`src/rtl/tlh_pkg.sv`:
```
// shared types and constants for the target lock block
package tlh_pkg;

    localparam int ID_BITS     = 8;
    localparam int LENGTH_BITS = 10;
    localparam int CNT_BITS    = 4;
    localparam int ADDR_BITS   = 3;
    localparam int DATA_BITS   = 32;

    localparam logic [CNT_BITS-1:0] CONFIRM_RESET  = CNT_BITS'(5);
    localparam logic [CNT_BITS-1:0] COOLDOWN_RESET = CNT_BITS'(5);
    localparam logic [CNT_BITS-1:0] CNT_MAX        = {CNT_BITS{1'b1}};

    // register index codes, taken from paddr[2]
    localparam logic REG_CONFIRM  = 1'b0;
    localparam logic REG_COOLDOWN = 1'b1;

    typedef struct packed {
        logic [ID_BITS-1:0]     tracker_id;
        logic                   tracker_valid;
        logic                   unstruck;
        logic [LENGTH_BITS-1:0] history_length;
        logic                   frame_last;
    } tlh_in_t;

    typedef struct packed {
        logic               target_valid;
        logic [ID_BITS-1:0] target_id;
    } tlh_out_t;

endpackage

```
`src/rtl/target_lock_hysteresis.sv`:
```
// target lock selection with switch hysteresis, top level
//
// The block takes one tracker transaction per clock cycle while item_ready is
// high and gives one result transaction per frame, on the tracker marked
// frame_last. A tracker is held in the input register, then a single pass of
// compare-and-select logic folds it into the running best candidate (longest
// history among valid, unstruck trackers; the first one wins a tie) and, on
// the last tracker of a frame, applies the lock rules: no candidate keeps a
// lock that was seen or drops it; a lock that was not seen is replaced by the
// best candidate; a best equal to the lock or a running cooldown keeps the
// lock; else the candidate must stay best for confirm_frames frames in a row
// before the lock switches, which reloads cooldown_length. A result is
// registered as its last tracker leaves the input register; the rate is set
// by the single-pass update of the running-best and lock registers. The
// result register holds one result, so while a result waits the next frame
// still streams in up to its last tracker, which then waits in the input
// register and holds off further trackers until the result is taken. An
// invalid tracker with frame_last set closes an empty frame. Configuration
// is written over the APB-style port (confirm_frames at 0x0, cooldown_length
// at 0x4); the user must write it only while the block is idle (unenforced).
module target_lock_hysteresis
(
    input  logic                          clk,
    input  logic                          rst_n,
    // tracker transactions
    input  logic                          item_valid,
    output logic                          item_ready,
    input  tlh_pkg::tlh_in_t              item,
    // per-frame result transactions
    output logic                          result_valid,
    input  logic                          result_ready,
    output tlh_pkg::tlh_out_t             result,
    // configuration port
    input  logic                          psel,
    input  logic                          penable,
    input  logic                          pwrite,
    input  logic [tlh_pkg::ADDR_BITS-1:0] paddr,
    input  logic [tlh_pkg::DATA_BITS-1:0] pwdata,
    output logic [tlh_pkg::DATA_BITS-1:0] prdata,
    output logic                          pready
);
    import tlh_pkg::*;

    // configuration registers
    logic [CNT_BITS-1:0] confirm_reg;
    logic [CNT_BITS-1:0] cooldown_len_reg;

    // input register stage
    logic    stage_valid_reg;
    tlh_in_t stage_reg;
    logic    stage_go;

    // lock state
    logic                   lock_present_reg, lock_present_next;
    logic [ID_BITS-1:0]     lock_id_reg, lock_id_next;
    logic                   pending_present_reg, pending_present_next;
    logic [ID_BITS-1:0]     pending_id_reg, pending_id_next;
    logic [CNT_BITS-1:0]    pending_count_reg, pending_count_next;
    logic [CNT_BITS-1:0]    cooldown_left_reg, cooldown_left_next;

    // running frame state
    logic                   best_present_reg, best_present_next;
    logic [ID_BITS-1:0]     best_id_reg, best_id_next;
    logic [LENGTH_BITS-1:0] best_length_reg, best_length_next;
    logic                   lock_seen_reg, lock_seen_next;

    // result register
    logic     result_valid_reg;
    tlh_out_t result_reg, result_next;

    // values after folding in the staged tracker
    logic                   fold_present;
    logic [ID_BITS-1:0]     fold_id;
    logic [LENGTH_BITS-1:0] fold_length;
    logic                   fold_seen;
    logic [CNT_BITS-1:0]    cooldown_tick;
    logic [CNT_BITS-1:0]    count_try;
    logic                   out_free;
    logic                   cfg_write;

    // ---------------- configuration port ----------------
    assign pready    = 1'b1;
    assign cfg_write = psel && penable && pwrite && pready;

    always_comb
    begin
        prdata = '0;
        unique case (paddr[2])
            REG_CONFIRM:  prdata = DATA_BITS'(confirm_reg);
            REG_COOLDOWN: prdata = DATA_BITS'(cooldown_len_reg);
            default:      prdata = '0;
        endcase
    end

    always_ff @(posedge clk or negedge rst_n)
    begin
        if (!rst_n)
        begin
            confirm_reg      <= CONFIRM_RESET;
            cooldown_len_reg <= COOLDOWN_RESET;
        end
        else if (cfg_write)
        begin
            if (paddr[2] == REG_CONFIRM)
            begin
                confirm_reg <= pwdata[CNT_BITS-1:0];
            end
            else
            begin
                cooldown_len_reg <= pwdata[CNT_BITS-1:0];
            end
        end
    end

    // ---------------- handshake ----------------
    // the result slot is free when empty or drained this cycle
    assign out_free     = !result_valid_reg || result_ready;
    // a staged tracker moves on unless it closes a frame and the slot is full
    assign stage_go     = stage_valid_reg && (!stage_reg.frame_last || out_free);
    assign item_ready   = !stage_valid_reg || stage_go;
    assign result_valid = result_valid_reg;
    assign result       = result_reg;

    // ---------------- fold tracker into running best ----------------
    always_comb
    begin
        fold_present = best_present_reg;
        fold_id      = best_id_reg;
        fold_length  = best_length_reg;
        fold_seen    = lock_seen_reg;
        if (stage_reg.tracker_valid)
        begin
            if (lock_present_reg && stage_reg.tracker_id == lock_id_reg)
            begin
                fold_seen = 1'b1;
            end
            // strictly longer history wins, so a tie keeps the earlier one
            if (stage_reg.unstruck &&
                (!best_present_reg || stage_reg.history_length > best_length_reg))
            begin
                fold_present = 1'b1;
                fold_id      = stage_reg.tracker_id;
                fold_length  = stage_reg.history_length;
            end
        end
    end

    // ---------------- end-of-frame rules ----------------
    assign cooldown_tick = (cooldown_left_reg == '0) ? '0 : cooldown_left_reg - 1'b1;

    // candidate count if this frame continues the pending one, saturating
    assign count_try = (pending_present_reg && pending_id_reg == fold_id) ?
                       ((pending_count_reg == CNT_MAX) ? CNT_MAX : pending_count_reg + 1'b1) :
                       CNT_BITS'(1);

    always_comb
    begin
        lock_present_next    = lock_present_reg;
        lock_id_next         = lock_id_reg;
        pending_present_next = pending_present_reg;
        pending_id_next      = pending_id_reg;
        pending_count_next   = pending_count_reg;
        cooldown_left_next   = cooldown_left_reg;
        best_present_next    = fold_present;
        best_id_next         = fold_id;
        best_length_next     = fold_length;
        lock_seen_next       = fold_seen;
        result_next          = '0;

        if (stage_reg.frame_last)
        begin
            // frame state restarts after every frame
            best_present_next = 1'b0;
            best_id_next      = '0;
            best_length_next  = '0;
            lock_seen_next    = 1'b0;
            // pending clears in every branch but the unconfirmed candidate
            pending_present_next = 1'b0;
            pending_id_next      = '0;
            pending_count_next   = '0;

            if (!fold_present)
            begin
                // no candidate this frame
                cooldown_left_next = cooldown_tick;
                if (fold_seen)
                begin
                    result_next.target_valid = 1'b1;
                    result_next.target_id    = lock_id_reg;
                end
                else
                begin
                    lock_present_next = 1'b0;
                    lock_id_next      = '0;
                end
            end
            else if (!fold_seen)
            begin
                // lock lost or never held: take the best at once
                lock_present_next        = 1'b1;
                lock_id_next             = fold_id;
                cooldown_left_next       = '0;
                result_next.target_valid = 1'b1;
                result_next.target_id    = fold_id;
            end
            else if (lock_id_reg == fold_id || cooldown_left_reg != '0)
            begin
                // best is the lock, or switching still blocked
                cooldown_left_next       = cooldown_tick;
                result_next.target_valid = 1'b1;
                result_next.target_id    = lock_id_reg;
            end
            else if (count_try >= confirm_reg)
            begin
                // candidate confirmed: switch and start cooldown
                lock_present_next        = 1'b1;
                lock_id_next             = fold_id;
                cooldown_left_next       = cooldown_len_reg;
                result_next.target_valid = 1'b1;
                result_next.target_id    = fold_id;
            end
            else
            begin
                // keep counting the candidate, report the lock
                pending_present_next     = 1'b1;
                pending_id_next          = fold_id;
                pending_count_next       = count_try;
                result_next.target_valid = 1'b1;
                result_next.target_id    = lock_id_reg;
            end
        end
    end

    // ---------------- registers ----------------
    always_ff @(posedge clk or negedge rst_n)
    begin
        if (!rst_n)
        begin
            stage_valid_reg     <= 1'b0;
            result_valid_reg    <= 1'b0;
            lock_present_reg    <= 1'b0;
            lock_id_reg         <= '0;
            pending_present_reg <= 1'b0;
            pending_id_reg      <= '0;
            pending_count_reg   <= '0;
            cooldown_left_reg   <= '0;
            best_present_reg    <= 1'b0;
            best_id_reg         <= '0;
            best_length_reg     <= '0;
            lock_seen_reg       <= 1'b0;
        end
        else
        begin
            if (item_ready)
            begin
                stage_valid_reg <= item_valid;
            end
            if (stage_go)
            begin
                lock_present_reg    <= lock_present_next;
                lock_id_reg         <= lock_id_next;
                pending_present_reg <= pending_present_next;
                pending_id_reg      <= pending_id_next;
                pending_count_reg   <= pending_count_next;
                cooldown_left_reg   <= cooldown_left_next;
                best_present_reg    <= best_present_next;
                best_id_reg         <= best_id_next;
                best_length_reg     <= best_length_next;
                lock_seen_reg       <= lock_seen_next;
            end
            if (stage_go && stage_reg.frame_last)
            begin
                result_valid_reg <= 1'b1;
            end
            else if (result_ready)
            begin
                result_valid_reg <= 1'b0;
            end
        end
    end

    // payload registers, no reset needed
    always_ff @(posedge clk)
    begin
        if (item_valid && item_ready)
        begin
            stage_reg <= item;
        end
        if (stage_go && stage_reg.frame_last)
        begin
            result_reg <= result_next;
        end
    end

endmodule

```
`config.mk`:
```
export PLATFORM = sky130hd
export DESIGN_NAME = target_lock_hysteresis
export DESIGN_NICKNAME = d
export VERILOG_FILES = /design/src/rtl/tlh_pkg.sv /design/src/rtl/target_lock_hysteresis.sv
export SDC_FILE = /design/constraint.sdc
export NUM_CORES = 1
export LEC_CHECK = 0
export ABC_AREA = 1
export BUFFER_PORTS_ARGS = -buffer_cell sky130_fd_sc_hd__buf_2
export CORE_MARGIN = 4
export CORE_UTILIZATION = 40
export DETAILED_ROUTE_END_ITERATION = 10
export SYNTH_ARGS = -nofsm -noshare
export SYNTH_HDL_FRONTEND = slang
export SYNTH_SLANG_ARGS = --single-unit
export TNS_END_PERCENT = 50
```
`constraint.sdc`:
```
create_clock -name clk -period 10.4 [get_ports clk]
set_clock_uncertainty 0.15 [all_clocks]
set_input_delay 3.12 -clock clk [delete_from_list [all_inputs] [get_ports clk]]
set_output_delay 3.12 -clock clk [all_outputs]
set_load 0.01 [all_outputs]
```
==> results <==
- The die is 118 um wide.
- In this design, the stage delay of the slowest critical-path cell is 190 ps.
- The internal portion of the total power is 627 uW.
- The violation count after the first detailed-route iteration is 204.
- The relative contribution of combinational cells to total power is 0.199.
- 0 antenna diodes ended up in the layout.
- The detail-routed via count per cell is 4.96.
- Traced cell by cell, the critical path runs through buf_2, inv_1, nand4_1, buf_2.
- Setup repair after global routing left no endpoint under its margin.
- The startpoint class of the critical path is an input port.
- The aggregate global-route resource usage is 0.154.
- The final count of pins violating max slew is 0.
- The H-tree was split into 3 levels.
- Counting every instance in the synthesized netlist gives 561.
- Gates resized during post-CTS repair numbered 0.
- Dividing the synthesized area by the synthesized cell count gives 8.60 um^2.
- The fraction of registers with async set or reset after synthesis is 0.651.
- Entering global routing, the biggest net connects 57 pins.
- The tightest hold path in the finished design has a slack of 345 ps.
- The most used flip-flop cell after synthesis is sky130_fd_sc_hd__dfrtp_1.
- The share of layout cells above drive strength 1 is 0.160.
- The total power after layout is 896 uW.
- The number of ports placed on the die boundary is 107.
- The share of the yosys chip area belonging to registers is 0.478.
- After detailed placement, the design holds a cell count of 739.
- The floorplan step set the die height to 118 um.
- The total of endpoints with negative setup slack in the final report is 0.
- The summed instance area of the synthesized netlist is 4830 um^2.
- The worst setup path is captured at an output pin.
- VDD sags by at most 0.138 mV.
- The area of the die is 13900 um^2.
- The first detailed-routing pass took 4 iterations.
- In this run the static leakage power is 2.59 nW.
- The critical path in this run is classified as input port to output pin.
- The number of buffers created by CTS is 9.
- The worst slack at placement is 3520 ps.
- The sum of routed wire length over all layers is 10200 um.
- The post-synthesis register bit count is 86.
- The number of vias after detailed routing is 3743.
- In the post-synthesis netlist, the biggest area contributors are sky130_fd_sc_hd__dfrtp_1 27%, sky130_fd_sc_hd__edfxtp_1 19%, sky130_fd_sc_hd__nand2_1 12%, sky130_fd_sc_hd__inv_1 6.3%, sky130_fd_sc_hd__buf_4 4.5%.
- The initial antenna violation count is 0.
- The ratio of total power to cell area is 168 nW/um^2.
- The dominant cell by count in the synthesized netlist is sky130_fd_sc_hd__nand2_1.
- The number of enable flip-flop cells after synthesis is 30.
- The largest fanout on the critical path is 3.
- The non-filler instance count after layout is 755.
- Global routing finished with a remaining overflow of 0.
- The reg-to-reg setup timing slack is 5480 ps.
- The library cell contributing the largest single delay on the critical path is sky130_fd_sc_hd__buf_2.
- Measured against its own limit, the worst slew margin works out to 0.367.
- The share of total power dissipated in the clock network is 0.348.
- Setup total negative slack on the finished layout was measured at 0 ps.
- The time the worst path needs with I/O delays and setup is 6870 ps.
- The number of sinks driven by the clock tree is 86.
- In the finished design, the share of the clock period the worst path needs comes to 0.661.
- The setup slack after layout is 3530 ps.
- The count of nets left with antenna violations once routing finished came out at 0.
- The DRC violation count after routing is 0.
- The number of buffers inserted by hold repair at cts is 0.
- After floorplanning, the core was divided into 39 placement rows.
- The slew at the pin with the worst max-slew slack is 948 ps.
- The clock transition time at the flip-flop clock pins of the worst setup and hold paths is 60 ps.
- The total of max-cap violations is 0.
- Counting both buffers and inverters, the worst setup path holds a total of 3.
- The number of hold-slack violations in the final timing report is 0.
- The cell type contributing the most total cell area after synthesis is sky130_fd_sc_hd__dfrtp_1.
- The area of the core is 11600 um^2.
- The first global-routing pass estimated 17400 um of wire.
- The analysis attributes to net switching a power of 270 uW.
- The fraction of power spent switching nets is 0.301.
- From synthesis to final layout, the design area changed by 10.8%.
- Port buffering added 47 buffers.
- After the last flow step, the layout net total stands at 685.
- STA puts the critical path data arrival time at 3600 ps.
- The final HPWL from detailed placement is 7490 um.
- The flow ran to the end, and the final reports show no timing, DRC or antenna violations.
- The top cell family by delay on the critical path is buffers and inverters.
- The top-area cell type share of the netlist area is 0.270.
- The congestion estimate from routability-driven global placement came to 0.827.
- Ranked by instance count, the synthesized netlist is headed by 151 x sky130_fd_sc_hd__nand2_1, 81 x sky130_fd_sc_hd__inv_1, 52 x sky130_fd_sc_hd__dfrtp_1, 41 x sky130_fd_sc_hd__nand3_1, 30 x sky130_fd_sc_hd__edfxtp_1.
- The via count of the first global-routing pass is 3707.
- Of the total power, registers draw 0.453.
- Post-CTS timing repair inserted 0 buffers for setup.
- The dominant cell type by count on the critical path is sky130_fd_sc_hd__buf_2.
- The maximum clock frequency is 146 MHz.
- The number of distinct library cells after synthesis is 41.
- The number of flip-flops in the largest register is 21.
- The insertion delay of the later-clocked pin in the worst-skew pair is 350 ps.
- TritonCTS built the clock tree.
- The path class of the lowest-slack min-delay path is flop to flop.
- Yosys printed 0 warnings.
- The root buffer cell is sky130_fd_sc_hd__clkbuf_16.
- No sink is reached through more buffers than the 2 on the longest clock path.
- The initial utilization of the core area, before any placement, comes to 0.416.
- The critical path required time is 7130 ps.
- Dividing the detail-routed wire length by the instance count gives 13.5 um.
==> metal layers <==
layer,up-vias,global-route usage,share of wire
li1,1870,-,-
met1,1778,0.183,0.43
met2,86,0.268,0.50
met3,9,0.0380,0.052
met4,0,0.0623,0.011
met5,-,0,0
==> layout by cell type, fill, tap and decap left out, types with 8 or more instances in the layout <==
cell type / count
sky130_fd_sc_hd__a21oi_2: 8
sky130_fd_sc_hd__buf_2: 47
sky130_fd_sc_hd__clkbuf_16: 9
sky130_fd_sc_hd__conb_1: 29
sky130_fd_sc_hd__dfrtp_1: 52
sky130_fd_sc_hd__edfxtp_1: 30
sky130_fd_sc_hd__ha_1: 15
sky130_fd_sc_hd__inv_1: 81
sky130_fd_sc_hd__nand2_1: 151
sky130_fd_sc_hd__nand3_1: 41
sky130_fd_sc_hd__nor2_1: 19
sky130_fd_sc_hd__o21ai_0: 24
sky130_fd_sc_hd__o21ai_1: 9
sky130_fd_sc_hd__o22ai_1: 26
==> power by group through the flow <==
stage | logic, mW | registers, mW | clock network [mW]
floorplan | 0.141 | 0.406 | 0
global placement | 0.174 | 0.412 | 0
detailed placement | 0.179 | 0.412 | 0
CTS | 0.180 | 0.406 | 0.322
global route | 0.205 | 0.410 | 0.337
finish | 0.178 | 0.406 | 0.312
==> worst reg2reg max path: stages, from the launching register on <==
cell and delay, ps:
sky130_fd_sc_hd__edfxtp_1 400, sky130_fd_sc_hd__ha_1 330, sky130_fd_sc_hd__nand2_2 110, sky130_fd_sc_hd__inv_1 40, sky130_fd_sc_hd__a21oi_1 130, sky130_fd_sc_hd__nand3_1 90
sky130_fd_sc_hd__nand2_1 80, sky130_fd_sc_hd__nand2_2 200, sky130_fd_sc_hd__nand2_2 360, sky130_fd_sc_hd__nand2_1 120, sky130_fd_sc_hd__nand2_1 220, sky130_fd_sc_hd__xor2_1 230
sky130_fd_sc_hd__nand3_1 150, sky130_fd_sc_hd__nor2_2 230, sky130_fd_sc_hd__inv_1 80, sky130_fd_sc_hd__a21oi_1 150, sky130_fd_sc_hd__ha_1 270, sky130_fd_sc_hd__inv_1 60
sky130_fd_sc_hd__nor2_1 30, sky130_fd_sc_hd__o21ai_0 130, sky130_fd_sc_hd__nand2_1 70, sky130_fd_sc_hd__a31oi_1 260, sky130_fd_sc_hd__nand4_2 390, sky130_fd_sc_hd__nand2_2 260
sky130_fd_sc_hd__inv_2 90, sky130_fd_sc_hd__nand2_1 70, sky130_fd_sc_hd__o21ai_0 90
==> path summary, 6_finish.rpt <==
kind                                                 start                          endpoint  depth (start not counted)
max in group asynchronous                            rst_n    best_length_reg[7]$_DFFE_PN0P_                          2
worst max register to register     stage_reg[10]$_DFFE_PP_  cooldown_left_reg[2]$_DFFE_PN0P_                         26
worst min register to register  confirm_reg[3]$_DFFE_PN0P_        confirm_reg[3]$_DFFE_PN0P_                          2
worst min-delay path            confirm_reg[3]$_DFFE_PN0P_        confirm_reg[3]$_DFFE_PN0P_                          2
min in group asynchronous                            rst_n        best_id_reg[7]$_DFFE_PN0P_                          2
worst max-delay path                          result_ready                        item_ready                          4
==> cells by family (layout without fill, tap and decap cells) <==
| kind of cell | count (synthesis) | after routing | synth area share |
|---|---|---|---|
| and+or+nand+nor | 245 | 245 | 0.241 |
| buffers and inverters | 123 | 147 | 0.123 |
| DFF | 86 | 86 | 0.478 |
| AOI/OAI and AO/OA | 84 | 84 | 0.106 |
| adders and majority gates | 15 | 15 | 0.0389 |
| xor gates and xnor gates | 6 | 6 | 0.0109 |
| other | 2 | 29 | 0.00156 |
==> final cells by class <==
| type | count | area (um^2) |
|---|---|---|
| repair buffers | 48 | 243 |
| clock inverters | 5 | 51.3 |
| clock buffers | 11 | 233 |
| multi-input cells | 379 | 2020 |
| flip-flops and latches | 86 | 2310 |
| fillers | 1122 | 6260 |
| inverters | 83 | 312 |
| well taps | 143 | 179 |
==> through the flow <==
step	util	area (um^2)
CTS	0.461	5350
finish	0.461	5350
detailed placement	0.436	5060
global route	0.461	5350
global placement	0.436	5060
floorplan	-	4930
No activity file was read; power rests on OpenSTA's default activity.
